### src/rtl/lzfd_pkg.sv
`default_nettype none

package lzfd_pkg;

  localparam int unsigned HISTORY_DEPTH = 4096;
  localparam int unsigned ADDR_W        = $clog2(HISTORY_DEPTH);
  localparam int unsigned CNT_W         = ADDR_W + 1;
  localparam int unsigned LEN_W         = 5;

  localparam logic [LEN_W-1:0] LEN_BIAS   = LEN_W'(3);
  localparam logic [8:0]       FLAG_EMPTY = 9'h001;

  // end-of-stream status codes
  localparam logic [1:0] STATUS_OK     = 2'd0;
  localparam logic [1:0] STATUS_TRUNC  = 2'd1;
  localparam logic [1:0] STATUS_BEFORE = 2'd2;

  typedef enum logic [1:0] {
    ST_ACCEPT,
    ST_COPY,
    ST_STATUS
  } ctrl_state_e;

  // controller to datapath
  typedef struct packed {
    logic       load_flag;
    logic       shift_flag;
    logic       take_first;
    logic       take_second;
    logic       set_before;
    logic       start_copy;
    logic       copy_en;
    logic       push_lit;
    logic       lit_last;
    logic       emit_status;
    logic [1:0] status_code;
    logic       clear_stream;
  } dp_cmd_t;

  // datapath to controller
  typedef struct packed {
    logic       out_free;
    logic       err_nz;
    logic [1:0] err_code;
    logic       flag_empty;
    logic       flag_lsb;
    logic       awaiting;
    logic       too_far;
    logic       copy_idle;
    logic       last_q;
  } dp_stat_t;

endpackage

`default_nettype wire

### src/rtl/lzfd_ctrl.sv
`default_nettype none

module lzfd_ctrl (
  input  wire logic               clk_i,
  input  wire logic               rst_ni,
  input  wire logic               in_valid_i,
  input  wire logic               in_last_i,
  output logic                    in_ready_o,
  input  wire lzfd_pkg::dp_stat_t stat_i,
  output lzfd_pkg::dp_cmd_t       cmd_o
);

  lzfd_pkg::ctrl_state_e state_q, state_d;
  logic fire;

  assign in_ready_o = (state_q == lzfd_pkg::ST_ACCEPT) && stat_i.out_free;
  assign fire       = in_valid_i && in_ready_o;

  // next state
  always_comb begin
    state_d = state_q;
    unique case (state_q)
      lzfd_pkg::ST_ACCEPT: begin
        if (fire && !stat_i.err_nz && !stat_i.flag_empty) begin
          if (stat_i.awaiting) begin
            if (!stat_i.too_far) begin
              state_d = lzfd_pkg::ST_COPY;
            end
          end else if (!stat_i.flag_lsb && in_last_i) begin
            state_d = lzfd_pkg::ST_STATUS;
          end
        end
      end
      lzfd_pkg::ST_COPY: begin
        if (stat_i.copy_idle) begin
          state_d = stat_i.last_q ? lzfd_pkg::ST_STATUS : lzfd_pkg::ST_ACCEPT;
        end
      end
      lzfd_pkg::ST_STATUS: begin
        if (stat_i.out_free) begin
          state_d = lzfd_pkg::ST_ACCEPT;
        end
      end
      default: state_d = lzfd_pkg::ST_ACCEPT;
    endcase
  end

  // commands
  always_comb begin
    cmd_o = '0;
    unique case (state_q)
      lzfd_pkg::ST_ACCEPT: begin
        if (fire) begin
          if (stat_i.err_nz) begin
            // bytes are dropped until the end of the stream
            if (in_last_i) begin
              cmd_o.emit_status  = 1'b1;
              cmd_o.status_code  = stat_i.err_code;
              cmd_o.clear_stream = 1'b1;
            end
          end else if (stat_i.flag_empty) begin
            cmd_o.load_flag = 1'b1;
            if (in_last_i) begin
              cmd_o.emit_status  = 1'b1;
              cmd_o.status_code  = lzfd_pkg::STATUS_OK;
              cmd_o.clear_stream = 1'b1;
            end
          end else if (stat_i.awaiting) begin
            cmd_o.shift_flag  = 1'b1;
            cmd_o.take_second = 1'b1;
            if (stat_i.too_far) begin
              cmd_o.set_before = 1'b1;
              if (in_last_i) begin
                cmd_o.emit_status  = 1'b1;
                cmd_o.status_code  = lzfd_pkg::STATUS_BEFORE;
                cmd_o.clear_stream = 1'b1;
              end
            end else begin
              cmd_o.start_copy = 1'b1;
            end
          end else if (stat_i.flag_lsb) begin
            cmd_o.take_first = 1'b1;
            if (in_last_i) begin
              cmd_o.emit_status  = 1'b1;
              cmd_o.status_code  = lzfd_pkg::STATUS_TRUNC;
              cmd_o.clear_stream = 1'b1;
            end
          end else begin
            cmd_o.push_lit   = 1'b1;
            cmd_o.lit_last   = !in_last_i;
            cmd_o.shift_flag = 1'b1;
          end
        end
      end
      lzfd_pkg::ST_COPY: begin
        cmd_o.copy_en = 1'b1;
      end
      lzfd_pkg::ST_STATUS: begin
        if (stat_i.out_free) begin
          cmd_o.emit_status  = 1'b1;
          cmd_o.status_code  = stat_i.err_code;
          cmd_o.clear_stream = 1'b1;
        end
      end
      default: cmd_o = '0;
    endcase
  end

  always_ff @(posedge clk_i or negedge rst_ni) begin
    if (!rst_ni) begin
      state_q <= lzfd_pkg::ST_ACCEPT;
    end else begin
      state_q <= state_d;
    end
  end

endmodule

`default_nettype wire

### config.mk
export PLATFORM = sky130hd
export DESIGN_NAME = lzfd_ctrl
export DESIGN_NICKNAME = d
export VERILOG_FILES = /design/src/rtl/lzfd_pkg.sv /design/src/rtl/lzfd_ctrl.sv
export SDC_FILE = /design/constraint.sdc
export NUM_CORES = 1
export LEC_CHECK = 0
export BUFFER_PORTS_ARGS = -buffer_cell sky130_fd_sc_hd__buf_2
export CAP_MARGIN = 10
export CORE_AREA = 2 2 39 41
export DETAILED_ROUTE_END_ITERATION = 16
export DIE_AREA = 0 0 41 43
export PLACE_DENSITY = 0.62
export SLEW_MARGIN = 15
export SYNTH_ARGS = -nofsm -noshare
export SYNTH_HDL_FRONTEND = slang
export SYNTH_SLANG_ARGS = --single-unit
### constraint.sdc
create_clock -name clk_i -period 2.37 [get_ports clk_i]
set_input_delay 0.237 -clock clk_i [delete_from_list [all_inputs] [get_ports clk_i]]
set_output_delay 0.237 -clock clk_i [all_outputs]
set_load 0.02 [all_outputs]
==> results_dict.tcl <==
set metrics [dict create \
    cp_slowest_cell "or4b_4" \
    regToRegStartpoint "state_q[0]" \
    largest_register_ffs 2 \
    worst-path-max-fanout 6 \
    status "completed" \
    dp_cells 80 \
    yosysWarnings 0 \
    drt-wirelength-per-cell_um 10.4 \
    portBuffers 27 \
    hpwl_um 723 \
    rsz0062_at_grt "no" \
    numClockSinks 2 \
    drc 0 \
    grt_pass1_wl_um 1230 \
    setup_tns_ns 0 \
    max_slew_margin_pct 83.3 \
    die_x_um 41 \
    drive_gt1_share_pct 50.0 \
    wirelength_um 871 \
    clkLatencyLatePin_ns 0.22 \
    cts_buffers 3 \
    dieArea_sq_um 1760 \
    fin_crit_sh_pct 84.7 \
    clkTransAtPathRegs_ns 0.03 \
    start_util_pct 20.1 \
    synthDistinctLibCells 23 \
    max_stage_delay_ns 0.52 \
    drtIter0Drc 21 \
    synth_fa_ha_area_share_pct 0 \
    finalMaxSlewViolations 0 \
    htreeDepth 1 \
    synth_cells 38 \
    fin_nets 84 \
    cts_root_buf "clkbuf_4" \
    syn_avg_cell_area_sq_um 7.31 \
    syn_nets 52 \
    clock_path_buffers 2 \
    crit_chain "and4bb_1, or4b_4, o2bb2ai_2, buf_2" \
    top_register "state_q" \
    critPathRequiredTime_ns 2.13 \
    grt_max_degree 7 \
    maxCapViolations 0 \
    grt_pass1_vias 325 \
    syn2layout_area_growth_pct 64.9 \
    num_vias 400 \
    syn-cell-area_sq_um 278 \
    fmax_mhz 498 \
    synth_simple_gate_area_share_pct 45.9 \
    diodes 0 \
    antenna_found_initial 0 \
    row_count 14 \
    io_pins 28 \
    p_per_area_nw_per_um2 353 \
    synth_mux_area_share_pct 0 \
    ant_nets 0 \
    startpoint "state_q[0]" \
    place_congestion 0.726 \
    hold_start "stat_i[1]" \
    dr.pass1.iters 4 \
    fin_hold_ws_ns 0.228 \
    synth_compound_area_share_pct 29.3 \
    core_area_sq_um 1380 \
    vias_per_cell 4.76 \
    skew_ns 0.000571 \
    seq_area_frac_synth_pct 18.0 \
    setup.worst_path.end_class "output port" \
    track_usage_pct 9.94 \
    fin_crit_ns 2.01 \
    synth_xor_area_share_pct 0 \
    finalSetupViolations 0 \
    power.ir.vdd_worst_mv 0.228 \
    cp.arrival_ns 1.77 \
    leakage_nw 0.258 \
    cts_tree "yes" \
    hold_viol 0 \
    hp-class "in -> reg" \
    dieHeight_um 43 \
    instances_no_fill 84 \
    overflow 0 \
    synth_top_family_by_area "simple AND/OR/NAND/NOR gates" \
    ys_ff_latch 2 \
    worst_pin_slew_ns 0.249 \
    crit_type "reg -> out" \
    startpoint_type "flop" \
    top_regs "state_q: 2 flops" \
]
## Yosys cell counts
| cell | number | share of area, % |
|---|---|---|
| nand2_1 | 4 | 5.4 |
| nand2b_1 | 1 | 2.3 |
| or4b_4 | 1 | 5.0 |
| buf_4 | 1 | 2.7 |
| nor3_1 | 1 | 1.8 |
| nand3_1 | 2 | 3.6 |
| o2bb2ai_1 | 1 | 3.2 |
| inv_1 | 3 | 4.1 |
| nor3b_1 | 1 | 2.7 |
| a32oi_1 | 1 | 3.2 |
| nor2b_1 | 1 | 2.3 |
| a211o_1 | 1 | 3.2 |
| and3b_1 | 1 | 3.2 |
| o211ai_1 | 1 | 2.7 |
| o21ai_2 | 1 | 3.2 |
| and3_1 | 1 | 2.3 |
| nor2_1 | 7 | 9.5 |
| o32ai_1 | 1 | 3.2 |
| and4bb_1 | 1 | 4.5 |
| a21oi_1 | 3 | 5.4 |
| o2bb2ai_2 | 1 | 5.4 |
| dfrtp_1 | 2 | 18 |
| nor3_2 | 1 | 3.6 |
## cells by family (layout without fill, tap and decap cells)
kind of cell    count (synthesis)  in the layout
compound gates                 10             10
buf+inv                         4             34
flops                           2              2
simple gates                   22             22
## final cells by class
class	count	area (sq um)
clock buffers	3	22.5
well taps	16	20.0
inverters	3	11.3
multi-input cells	32	209
fillers	163	926
repair buffers	28	145
flip-flops and latches	2	50.0
## stage by stage
| step | utilization (%) | total power [mW] | setup WS, ns | cell area, sq um |
|---|---|---|---|---|
| 2_1_floorplan | - | 0.0631 | 0.644 | 278 |
| 5_1_grt | 33.1 | 0.173 | 0.287 | 458 |
| 4_1_cts | 33.1 | 0.166 | 0.355 | 458 |
| 3_3_place_gp | 30.7 | 0.0883 | 0.632 | 425 |
| 3_5_place_dp | 30.7 | 0.0884 | 0.592 | 425 |
| 6_report | 33.1 | 0.161 | 0.362 | 458 |
## worst paths after layout
path                              end  slack [ns]  cells after the start
setup / recovery             cmd_o[1]        0.36                      4
hold / removal             state_q[0]        0.23                      2
setup reg to reg           state_q[1]        0.88                      3
hold reg to reg            state_q[1]        0.56                      2
max in group asynchronous  state_q[1]        1.94                      2
min in group asynchronous  state_q[0]        0.34                      2
## critical path, delay by kind of cell, from the launching register on
family | cells | cell delay (ns)
AND/OR/NAND/NOR | 2 | 0.84
flip-flops | 1 | 0.41
buffers and inverters | 1 | 0.17
AO/OA/AOI/OAI | 1 | 0.12
## timing repair
action,CTS,global route
hold endpoints to repair,2,0
resized for setup,0,0
setup buffers,0,0
endpoints found under the setup margin,0,0
hold buffers,1,0
## report_power, final
group          internal [mW]  switching (mW)  total (mW)
combinational         0.0218          0.0309      0.0527
sequential            0.0353        0.000985      0.0363
clock                 0.0557          0.0168      0.0725
## layout by cell type, fill, tap and decap left out, types with 2 or more instances in the layout
cell type   n
a21oi_1     3
dfrtp_1     2
nor2_1      7
inv_1       3
buf_2      27
nand2_1     4
nand3_1     2
clkbuf_4    3
## layer usage
layer	wire length, um	GRT usage (%)	part of all wire [%]
met4	0	4.00	0
met2	392	14.4	45
met5	0	0	0
met3	86	0.524	9.9
met1	393	14.8	45
Power figures use the tool's default switching activity.
